==> config.mk <==
export PLATFORM = sky130hd
export DESIGN_NAME = sliding_match_count_flat
export DESIGN_NICKNAME = d
export VERILOG_FILES = /design/src/smc_pkg.sv /design/src/smc_in_if.sv /design/src/smc_out_if.sv /design/src/smc_cfg_if.sv /design/src/smc_cell.sv /design/src/sliding_match_count.sv /design/src/flat_wrapper.sv
export SDC_FILE = /design/constraint.sdc
export NUM_CORES = 2
export LEC_CHECK = 0
export BUFFER_PORTS_ARGS = -buffer_cell sky130_fd_sc_hd__clkbuf_2
export CAP_MARGIN = 20
export CORE_MARGIN = 2
export CORE_UTILIZATION = 45
export DETAILED_ROUTE_END_ITERATION = 8
export PLACE_DENSITY = 0.67
export SLEW_MARGIN = 20
export SYNTH_ARGS = -nofsm -noshare
export SYNTH_HDL_FRONTEND = slang
export SYNTH_SLANG_ARGS = --single-unit
==> constraint.sdc <==
create_clock -name clk -period 106.5 [get_ports clk]
set_input_delay 15.975 -clock clk [delete_from_list [all_inputs] [get_ports clk]]
set_output_delay 15.975 -clock clk [all_outputs]
set_load 0.1 [all_outputs]
==> src/smc_pkg.sv <==
`timescale 1ns / 1ps
// ----------------------------------------------------------------------------
// smc_pkg: shared types and constants for the sliding match counter
// Field widths, operation codes, register indexes and the cell control beat.
// ----------------------------------------------------------------------------
package smc_pkg;

  // Fixed field widths
  localparam int FUNC_W   = 2;
  localparam int PIDX_W   = 6;
  localparam int SYM_W    = 8;
  localparam int ALIGN_W  = 16;
  localparam int MCOUNT_W = 7;
  localparam int CFG_IDX_W  = 4;
  localparam int CFG_DATA_W = 17;
  localparam int PLEN_W   = 7;
  localparam int RCNT_W   = 17;

  // Operation codes carried in func
  localparam logic [FUNC_W-1:0] FUNC_WRITE = 2'd0;
  localparam logic [FUNC_W-1:0] FUNC_PUSH  = 2'd1;
  localparam logic [FUNC_W-1:0] FUNC_START = 2'd2;

  // Configuration register indexes
  localparam logic [CFG_IDX_W-1:0] REG_PATTERN_LENGTH = 4'd0;
  localparam logic [CFG_IDX_W-1:0] REG_RESULT_COUNT   = 4'd1;

  // Broadcast control to every cell of the row
  typedef struct packed {
    logic push;   // shift counts one cell down the row
    logic start;  // new text: drop all running alignments
    logic wr;     // pattern symbol write
  } cell_ctl_t;

endpackage

==> src/smc_in_if.sv <==
`timescale 1ns / 1ps
// ----------------------------------------------------------------------------
// smc_in_if: input item channel
// Valid/ready channel carrying one command beat.
// ----------------------------------------------------------------------------
interface smc_in_if;
  logic                        valid;
  logic                        ready;
  logic [smc_pkg::FUNC_W-1:0]  func;
  logic [smc_pkg::PIDX_W-1:0]  pattern_index;
  logic [smc_pkg::SYM_W-1:0]   symbol;

  modport source (output valid, func, pattern_index, symbol, input ready);
  modport sink   (input valid, func, pattern_index, symbol, output ready);
endinterface

==> src/smc_out_if.sv <==
`timescale 1ns / 1ps
// ----------------------------------------------------------------------------
// smc_out_if: result channel
// Valid/ready channel carrying one alignment count per beat.
// ----------------------------------------------------------------------------
interface smc_out_if;
  logic                          valid;
  logic                          ready;
  logic [smc_pkg::ALIGN_W-1:0]   alignment;
  logic [smc_pkg::MCOUNT_W-1:0]  match_count;
  logic                          last;

  modport source (output valid, alignment, match_count, last, input ready);
  modport sink   (input valid, alignment, match_count, last, output ready);
endinterface

==> src/smc_cfg_if.sv <==
`timescale 1ns / 1ps
// ----------------------------------------------------------------------------
// smc_cfg_if: configuration write channel
// Valid/ready channel carrying a register index and write data.
// ----------------------------------------------------------------------------
interface smc_cfg_if;
  logic                            valid;
  logic                            ready;
  logic [smc_pkg::CFG_IDX_W-1:0]   index;
  logic [smc_pkg::CFG_DATA_W-1:0]  data;

  modport source (output valid, index, data, input ready);
  modport sink   (input valid, index, data, output ready);
endinterface

==> src/smc_cell.sv <==
`timescale 1ns / 1ps
// ----------------------------------------------------------------------------
// smc_cell: one pattern position of the match row
// Holds pattern symbol IDX and the running count of the alignment that has
// reached this position; on each text beat it takes its left neighbor's
// alignment, adds its own compare and passes it on.
// ----------------------------------------------------------------------------
module smc_cell #(
  parameter int IDX = 0,
  parameter int LW  = 7,
  parameter int NW  = 17,
  parameter int AW  = 16,
  parameter int CW  = 7
) (
  input  logic                       clk,
  input  logic                       rst_n,
  input  smc_pkg::cell_ctl_t         ctl,
  input  logic [smc_pkg::PIDX_W-1:0] wr_idx,
  input  logic [smc_pkg::SYM_W-1:0]  sym,
  input  logic [LW-1:0]              len_eff,
  input  logic [NW-1:0]              nres_eff,
  input  logic                       prev_valid,
  input  logic [AW-1:0]              prev_align,
  input  logic [CW-1:0]              prev_cnt,
  output logic                       valid,
  output logic [AW-1:0]              align,
  output logic [CW-1:0]              cnt
);
  import smc_pkg::*;

  logic          valid_r;
  logic [AW-1:0] align_r;
  logic [CW-1:0] cnt_r;
  logic [SYM_W-1:0] pat_r;
  logic          hit;
  logic          sel_wr;

  // Compare for the alignment entering this cell
  assign hit = prev_valid && (len_eff > LW'(IDX)) &&
               (NW'(prev_align) < nres_eff) && (pat_r == sym);

  assign sel_wr = ctl.wr && (int'(wr_idx) == IDX);

  // Alignment occupancy
  always_ff @(posedge clk) begin
    if (!rst_n) begin
      valid_r <= 1'b0;
    end else if (ctl.start) begin
      valid_r <= 1'b0;
    end else if (ctl.push) begin
      valid_r <= prev_valid;
    end
  end

  // Running count and alignment number move down the row
  always_ff @(posedge clk) begin
    if (ctl.push) begin
      align_r <= prev_align;
      cnt_r   <= prev_cnt + CW'(hit);
    end
  end

  // Pattern symbol, undefined until written
  always_ff @(posedge clk) begin
    if (sel_wr) begin
      pat_r <= sym;
    end
  end

  assign valid = valid_r;
  assign align = align_r;
  assign cnt   = cnt_r;

  // A live alignment has seen at most IDX+1 compares
  a_cnt_bound: assert property (@(posedge clk) disable iff (!rst_n)
    valid_r |-> (int'(cnt_r) <= IDX + 1))
    else $error("cell count exceeds its position");

endmodule

==> src/sliding_match_count.sv <==
`timescale 1ns / 1ps
// ----------------------------------------------------------------------------
// sliding_match_count: sliding-window symbol match counter
// Counts, for every alignment of a loaded pattern over a text stream, the
// positions where text and pattern bytes agree (Hamming distance kernel).
// ----------------------------------------------------------------------------
//  port    | dir | beat contents
//  --------+-----+-----------------------------------------------
//  in_if   | in  | func, pattern_index, symbol
//  out_if  | out | alignment, match_count, last
//  cfg_if  | in  | index (0 pattern_length, 1 result_count), data
//
//  A text push first updates the cell row; the count at position
//  pattern_length-1 is then picked into the output register.
//  Pattern writes, start and unused codes leave no select pending.
//  A finished result waiting in the output register does not block input;
//  after a push, input stalls until the pick, which waits for that register to free.
//  Reset (synchronous, rst_n low) clears text position, cell occupancy and
//  sets pattern_length and result_count to 1; pattern symbols stay unknown.
// ----------------------------------------------------------------------------
module sliding_match_count #(
  parameter int MAX_PATTERN = 64,
  parameter int MAX_TEXT    = 65536
) (
  input  logic       clk,
  input  logic       rst_n,
  smc_in_if.sink     in_if,
  smc_out_if.source  out_if,
  smc_cfg_if.sink    cfg_if
);
  import smc_pkg::*;

  localparam int PCL = $clog2(MAX_PATTERN + 1);
  localparam int LW  = (PCL > PLEN_W) ? PCL : PLEN_W;
  localparam int TCL = $clog2(MAX_TEXT + 1);
  localparam int NW  = (TCL > RCNT_W) ? TCL : RCNT_W;
  localparam int TW  = TCL;
  localparam int AW  = $clog2(MAX_TEXT);
  localparam int CW  = PCL;
  localparam int PW  = (MAX_PATTERN > 1) ? $clog2(MAX_PATTERN) : 1;

  // Configuration registers
  logic [PLEN_W-1:0] plen_r;
  logic [RCNT_W-1:0] rcnt_r;

  always_ff @(posedge clk) begin
    if (!rst_n) begin
      plen_r <= PLEN_W'(1);
      rcnt_r <= RCNT_W'(1);
    end else if (cfg_if.valid) begin
      case (cfg_if.index)
        REG_PATTERN_LENGTH: plen_r <= cfg_if.data[PLEN_W-1:0];
        REG_RESULT_COUNT:   rcnt_r <= cfg_if.data[RCNT_W-1:0];
        default: ;
      endcase
    end
  end

  assign cfg_if.ready = 1'b1;

  // Effective length and result count after clamping
  logic [LW-1:0] len_ext;
  logic [LW-1:0] len_eff;
  logic [NW-1:0] rcnt_ext;
  logic [NW-1:0] nres_eff;

  assign len_ext  = LW'(plen_r);
  assign len_eff  = (plen_r == '0) ? LW'(1) :
                    (len_ext > LW'(MAX_PATTERN)) ? LW'(MAX_PATTERN) : len_ext;
  assign rcnt_ext = NW'(rcnt_r);
  assign nres_eff = (rcnt_ext > NW'(MAX_TEXT)) ? NW'(MAX_TEXT) : rcnt_ext;

  // Input decode
  logic      pend_r;
  logic      in_acc;
  logic      push_ok;
  cell_ctl_t ctl;
  logic [TW-1:0] tpos_r;

  assign in_if.ready = !pend_r;
  assign in_acc      = in_if.valid && in_if.ready;
  assign push_ok     = tpos_r < TW'(MAX_TEXT);

  always_comb begin
    ctl = '0;
    if (in_acc) begin
      case (in_if.func)
        FUNC_WRITE: ctl.wr    = 1'b1;
        FUNC_PUSH:  ctl.push  = push_ok;
        FUNC_START: ctl.start = 1'b1;
        default: ;
      endcase
    end
  end

  // Text position
  always_ff @(posedge clk) begin
    if (!rst_n) begin
      tpos_r <= '0;
    end else if (ctl.start) begin
      tpos_r <= '0;
    end else if (ctl.push) begin
      tpos_r <= tpos_r + TW'(1);
    end
  end

  // Row of cells; cell 0 is fed a fresh alignment starting at tpos_r
  logic          c_valid [MAX_PATTERN];
  logic [AW-1:0] c_align [MAX_PATTERN];
  logic [CW-1:0] c_cnt   [MAX_PATTERN];

  for (genvar k = 0; k < MAX_PATTERN; k++) begin : g_cell
    logic          p_valid;
    logic [AW-1:0] p_align;
    logic [CW-1:0] p_cnt;

    if (k == 0) begin : g_head
      assign p_valid = 1'b1;
      assign p_align = AW'(tpos_r);
      assign p_cnt   = '0;
    end else begin : g_link
      assign p_valid = c_valid[k-1];
      assign p_align = c_align[k-1];
      assign p_cnt   = c_cnt[k-1];
    end

    smc_cell #(
      .IDX (k),
      .LW  (LW),
      .NW  (NW),
      .AW  (AW),
      .CW  (CW)
    ) u_cell (
      .clk        (clk),
      .rst_n      (rst_n),
      .ctl        (ctl),
      .wr_idx     (in_if.pattern_index),
      .sym        (in_if.symbol),
      .len_eff    (len_eff),
      .nres_eff   (nres_eff),
      .prev_valid (p_valid),
      .prev_align (p_align),
      .prev_cnt   (p_cnt),
      .valid      (c_valid[k]),
      .align      (c_align[k]),
      .cnt        (c_cnt[k])
    );
  end

  // Pick the alignment that just completed its window
  logic [PW-1:0] sel;
  logic          s_valid;
  logic [AW-1:0] s_align;
  logic [CW-1:0] s_cnt;
  logic          emit;
  logic          is_last;
  logic          out_free;

  assign sel     = PW'(len_eff - LW'(1));
  assign s_valid = c_valid[sel];
  assign s_align = c_align[sel];
  assign s_cnt   = c_cnt[sel];
  assign emit    = s_valid && (NW'(s_align) < nres_eff);
  assign is_last = NW'(s_align) == (nres_eff - NW'(1));
  assign out_free = !out_if.valid || out_if.ready;

  // Pending select after a push
  logic pend_nxt;

  always_comb begin
    pend_nxt = pend_r;
    if (pend_r && out_free) begin
      pend_nxt = 1'b0;
    end else if (ctl.push) begin
      pend_nxt = 1'b1;
    end
  end

  always_ff @(posedge clk) begin
    if (!rst_n) begin
      pend_r <= 1'b0;
    end else begin
      pend_r <= pend_nxt;
    end
  end

  // Output register
  logic                out_valid_r;
  logic                out_valid_nxt;
  logic [ALIGN_W-1:0]  out_align_r;
  logic [MCOUNT_W-1:0] out_cnt_r;
  logic                out_last_r;

  always_comb begin
    out_valid_nxt = out_valid_r;
    if (pend_r && out_free) begin
      out_valid_nxt = emit;
    end else if (out_if.ready) begin
      out_valid_nxt = 1'b0;
    end
  end

  always_ff @(posedge clk) begin
    if (!rst_n) begin
      out_valid_r <= 1'b0;
    end else begin
      out_valid_r <= out_valid_nxt;
    end
  end

  always_ff @(posedge clk) begin
    if (pend_r && out_free) begin
      out_align_r <= ALIGN_W'(s_align);
      out_cnt_r   <= MCOUNT_W'(s_cnt);
      out_last_r  <= is_last;
    end
  end

  assign out_if.valid       = out_valid_r;
  assign out_if.alignment   = out_align_r;
  assign out_if.match_count = out_cnt_r;
  assign out_if.last        = out_last_r;

  // A new result only ever follows a pending select
  a_rise_pend: assert property (@(posedge clk) disable iff (!rst_n)
    $rose(out_valid_r) |-> $past(pend_r))
    else $error("result appeared without a pending push");

  // Every text beat that moves the row leaves a select pending
  a_push_pend: assert property (@(posedge clk) disable iff (!rst_n)
    ctl.push |=> pend_r)
    else $error("push did not schedule a select");

  // Text position advances only on a row shift
  a_tpos_step: assert property (@(posedge clk) disable iff (!rst_n)
    (!ctl.push && !ctl.start) |=> $stable(tpos_r))
    else $error("text position moved without a push or start");

endmodule

==> src/flat_wrapper.sv <==
// flat-port wrapper written by rule: the top's interface ports become plain ports
module sliding_match_count_flat import smc_pkg::*;
#(
  parameter int MAX_PATTERN = 64,
  parameter int MAX_TEXT    = 65536
)
  (clk, rst_n, in_if_valid, in_if_func, in_if_pattern_index, in_if_symbol, in_if_ready, out_if_valid, out_if_alignment, out_if_match_count, out_if_last, out_if_ready, cfg_if_valid, cfg_if_index, cfg_if_data, cfg_if_ready);
  smc_in_if in_if_i ();
  smc_out_if out_if_i ();
  smc_cfg_if cfg_if_i ();
  input  logic clk;
  input  logic rst_n;
  input wire logic [$bits(in_if_i.valid)-1:0] in_if_valid;
  input wire logic [$bits(in_if_i.func)-1:0] in_if_func;
  input wire logic [$bits(in_if_i.pattern_index)-1:0] in_if_pattern_index;
  input wire logic [$bits(in_if_i.symbol)-1:0] in_if_symbol;
  output wire logic [$bits(in_if_i.ready)-1:0] in_if_ready;
  output wire logic [$bits(out_if_i.valid)-1:0] out_if_valid;
  output wire logic [$bits(out_if_i.alignment)-1:0] out_if_alignment;
  output wire logic [$bits(out_if_i.match_count)-1:0] out_if_match_count;
  output wire logic [$bits(out_if_i.last)-1:0] out_if_last;
  input wire logic [$bits(out_if_i.ready)-1:0] out_if_ready;
  input wire logic [$bits(cfg_if_i.valid)-1:0] cfg_if_valid;
  input wire logic [$bits(cfg_if_i.index)-1:0] cfg_if_index;
  input wire logic [$bits(cfg_if_i.data)-1:0] cfg_if_data;
  output wire logic [$bits(cfg_if_i.ready)-1:0] cfg_if_ready;
  assign in_if_i.valid = in_if_valid;
  assign in_if_i.func = in_if_func;
  assign in_if_i.pattern_index = in_if_pattern_index;
  assign in_if_i.symbol = in_if_symbol;
  assign in_if_ready = in_if_i.ready;
  assign out_if_valid = out_if_i.valid;
  assign out_if_alignment = out_if_i.alignment;
  assign out_if_match_count = out_if_i.match_count;
  assign out_if_last = out_if_i.last;
  assign out_if_i.ready = out_if_ready;
  assign cfg_if_i.valid = cfg_if_valid;
  assign cfg_if_i.index = cfg_if_index;
  assign cfg_if_i.data = cfg_if_data;
  assign cfg_if_ready = cfg_if_i.ready;
  sliding_match_count #(.MAX_PATTERN(MAX_PATTERN), .MAX_TEXT(MAX_TEXT)) u_core (.clk(clk), .rst_n(rst_n), .in_if(in_if_i), .out_if(out_if_i), .cfg_if(cfg_if_i));
endmodule
==> impl_results.md <==
- DPL Wire Length: 260 mm
- Final Hold Slack: 0.444 ns
- Max Cap Viol: 0
- # resized after CTS: 0
- Top Ports: 69
- Status: completed
- Vias in the first global route: 75300
- DR vias: 77600
- Root Driver: clkbuf_16
- Final setup viols: 0
- Crit path capture type: register
- Post-synthesis sequential area ratio: 55.6%
- Synth Flop Type: edfxtp_1
- Post-synth ARST share: 0%
- CORE AREA: 0.246 mm²
- Max FO, Critical Path: 158
- CTS tree: yes
- Dpl ws: 84.75 ns
- Fin cells: 12100
- Tightest Hold Check Type: register to register
- WL/cell: 30.4 µm
- Post-route minimum period: 20.93 ns
- Mapped Cells: 8515
- Syn Nets: 9663
- Inst Count DP: 11600
- # rows: 182
- Pwr dens: 15.0 mW/mm²
- Starting DRT DRC Count: 10900
- Gr usage total: 28.8%
- Largest net degree at the start of global routing: 159
- CTS H-tree lvls: 4
- Critical Path Start Type: input port
- Nets: 9802
- Area Growth Syn to Fin: 10.8%
- Die area: 0.251 mm²
- Routability Congestion: 0.959
- Setup Fix Bufs, Post-CTS: 0
- Clock Path Buffers: 3
- Placed inst area: 0.116 mm²
- Crit path required time: 107.00 ns
- Post-CTS Hold Fix Bufs: 0
- Critical Path AT: 21.43 ns
- P_leak: 42.9 nW
- First-pass GRT wire length: 528 mm
- Clock Skews: 0.0498 ns
- Cts bufs inserted: 225
- Setup ws final: 85.57 ns
- RSZ-0062 raised after global routing: false
- VDD IR max: 0.0000139 V
- Final ANT Viol Nets: 0
- Clk sinks: 2094
- DRT Pass-1 Iters: 7
- CP Class: input port to register
- Die Y: 501 µm
- Initial antenna violation count: 28
- Die width: 501 µm
- YS warnings: 0
- Max frequency: 0.0478 GHz
- Worst skew pair latency: 0.93 ns
- Final Power: 1.84 mW
- # DRC: 0
- Finished Core Util: 50.1%
- Vias per inst: 6.42
- Post-synth EDFFs: 1987
- CTS clk-pin slew, worst paths: 0.06 ns
- Synthesized flop and latch total: 2094
- Layout cell share with drive strength beyond 1: 9.54%
- Worst Max-Slew Pin Slew: 1.32 ns
- Slew headroom: 11.9%
- Final hold vios: 0
- Initial Utilization: 45.2%
- Fin crit share: 19.7%
- Final slew viol count: 0
- Netlist cell types: 90
- Setup Total Neg Slack: 0 ns
- Synthesized cell area: 0.111 mm²
- Routed wire length: 367 mm
- GRT overflow: 0
- Post-Syn Area per Cell: 13.0 µm²
- Port Buffers: 67
- Finished Cell Area: 0.123 mm²
[power by group]
group          switching (mW)  total (mW)  internal [mW]
Sequential             0.0155       0.932          0.916
Clock                   0.349       0.801          0.452
Combinational          0.0731       0.108         0.0353
[metal layers]
metal,vias up,global-route usage [%],part of all wire [%]
li1,33200,-,-
met1,39100,39.2,39
met2,4478,43.2,44
met3,816,7.58,12
met4,24,12.6,5.0
met5,-,0.328,0.071
[cell usage after synthesis, types with 58 or more instances]
| cell type | instances | area [µm²] |
|---|---|---|
| o22ai_1 | 60 | 375 |
| mux4_2 | 166 | 3740 |
| a21o_1 | 117 | 878 |
| a21oi_1 | 442 | 2210 |
| nand4_1 | 114 | 713 |
| o21ai_0 | 183 | 916 |
| nand2_1 | 976 | 3660 |
| o21a_1 | 356 | 2670 |
| mux2i_1 | 131 | 1310 |
| nor2_1 | 201 | 754 |
| edfxtp_1 | 1987 | 59700 |
| ha_1 | 1106 | 13800 |
| clkbuf_1 | 179 | 672 |
| nor4_1 | 110 | 688 |
| buf_2 | 73 | 365 |
| nand2b_1 | 76 | 475 |
| xnor2_1 | 442 | 3870 |
| nor3_1 | 58 | 290 |
| a31oi_1 | 71 | 444 |
| xor2_1 | 394 | 3450 |
| nand3_1 | 360 | 1800 |
| a211oi_1 | 58 | 435 |
| dfxtp_1 | 107 | 2140 |
| and3_1 | 144 | 901 |
[worst max-delay path, cell delays in order]
cell and delay, ns:
clkbuf_2 0.09, nand2b_1 0.18, or4b_2 0.65, buf_4 0.37, inv_8 0.51, buf_12 0.65, buf_4 0.80, buf_4 0.89
buf_4 0.87
[cell usage in the layout (no fill, tap or decap), types with 75 or more instances in the layout]
| cell | netlist | routed |
|---|---|---|
| nand4_1 | 114 | 114 |
| nand2_1 | 976 | 960 |
| xnor2_1 | 442 | 442 |
| mux2i_1 | 131 | 131 |
| dfxtp_1 | 107 | 105 |
| clkbuf_16 | 0 | 228 |
| mux4_2 | 166 | 166 |
| buf_4 | 41 | 178 |
| a21o_1 | 117 | 116 |
| nand2b_1 | 76 | 75 |
| nor4_1 | 110 | 106 |
| o21ai_0 | 183 | 181 |
| nand3_1 | 360 | 360 |
| and3_1 | 144 | 144 |
| edfxtp_1 | 1987 | 1987 |
| nor2_1 | 201 | 199 |
| a21oi_1 | 442 | 442 |
| o21a_1 | 356 | 356 |
| xor2_1 | 394 | 394 |
| ha_1 | 1106 | 1105 |
[final cells by class]
type	instances	area (µm²)
inverter	25	116
clock inverter	119	1220
antenna	8	20.0
multi-input combinational	6056	47800
sequential	2094	61800
tap	3220	4030
fill	20900	123000
timing repair buffer	252	1860
clock buffer	310	6230
[cells by family (layout without fill, tap and decap cells)]
kind of cell             Yosys count  after routing  share of synthesized area, %
XOR/XNOR                         836            836                          6.59
AND/OR/NAND/NOR                 2205           2205                          9.53
multiplexers                     302            302                          4.60
other                              1              9                       0.00338
AO/OA/AOI/OAI                   1606           1606                          9.67
buffers and inverters            365            706                          1.51
adder cells (fa/ha/maj)         1106           1106                          12.5
flip-flops                      2094           2094                          55.6
[flip-flops by register name, summed over array words and instances, names as in the netlist]
name,cells
u_core.rcnt_ext,17
u_core.g_cell.u_cell.pat_r,512
u_core.out_if.last,1
u_core.pend_r,1
u_core.out_if.valid,1
u_core.out_if.alignment,16
u_core.g_cell.u_cell.valid,64
u_core.len_ext,7
u_core.g_cell.u_cell.align,1024
u_core.tpos_r,17
u_core.out_if.match_count,7
u_core.g_cell.u_cell.cnt,427
[path summary, 6_finish.rpt]
| kind | from | end | slack (ns) | cells past startpoint |
|---|---|---|---|---|
| min | u_core.g_cell[23].u_cell.align[6] | u_core.g_cell[24].u_cell.align[6] | 0.44 | 0 |
| min reg2reg | u_core.g_cell[23].u_cell.align[6] | u_core.g_cell[24].u_cell.align[6] | 0.44 | 0 |
| max | in_if_func[1] | u_core.g_cell[57].u_cell.align[0] | 85.57 | 9 |
| max reg2reg | u_core.len_ext[1] | u_core.out_if.valid | 97.87 | 23 |
Note: power is estimated with default switching activity, not from simulation.
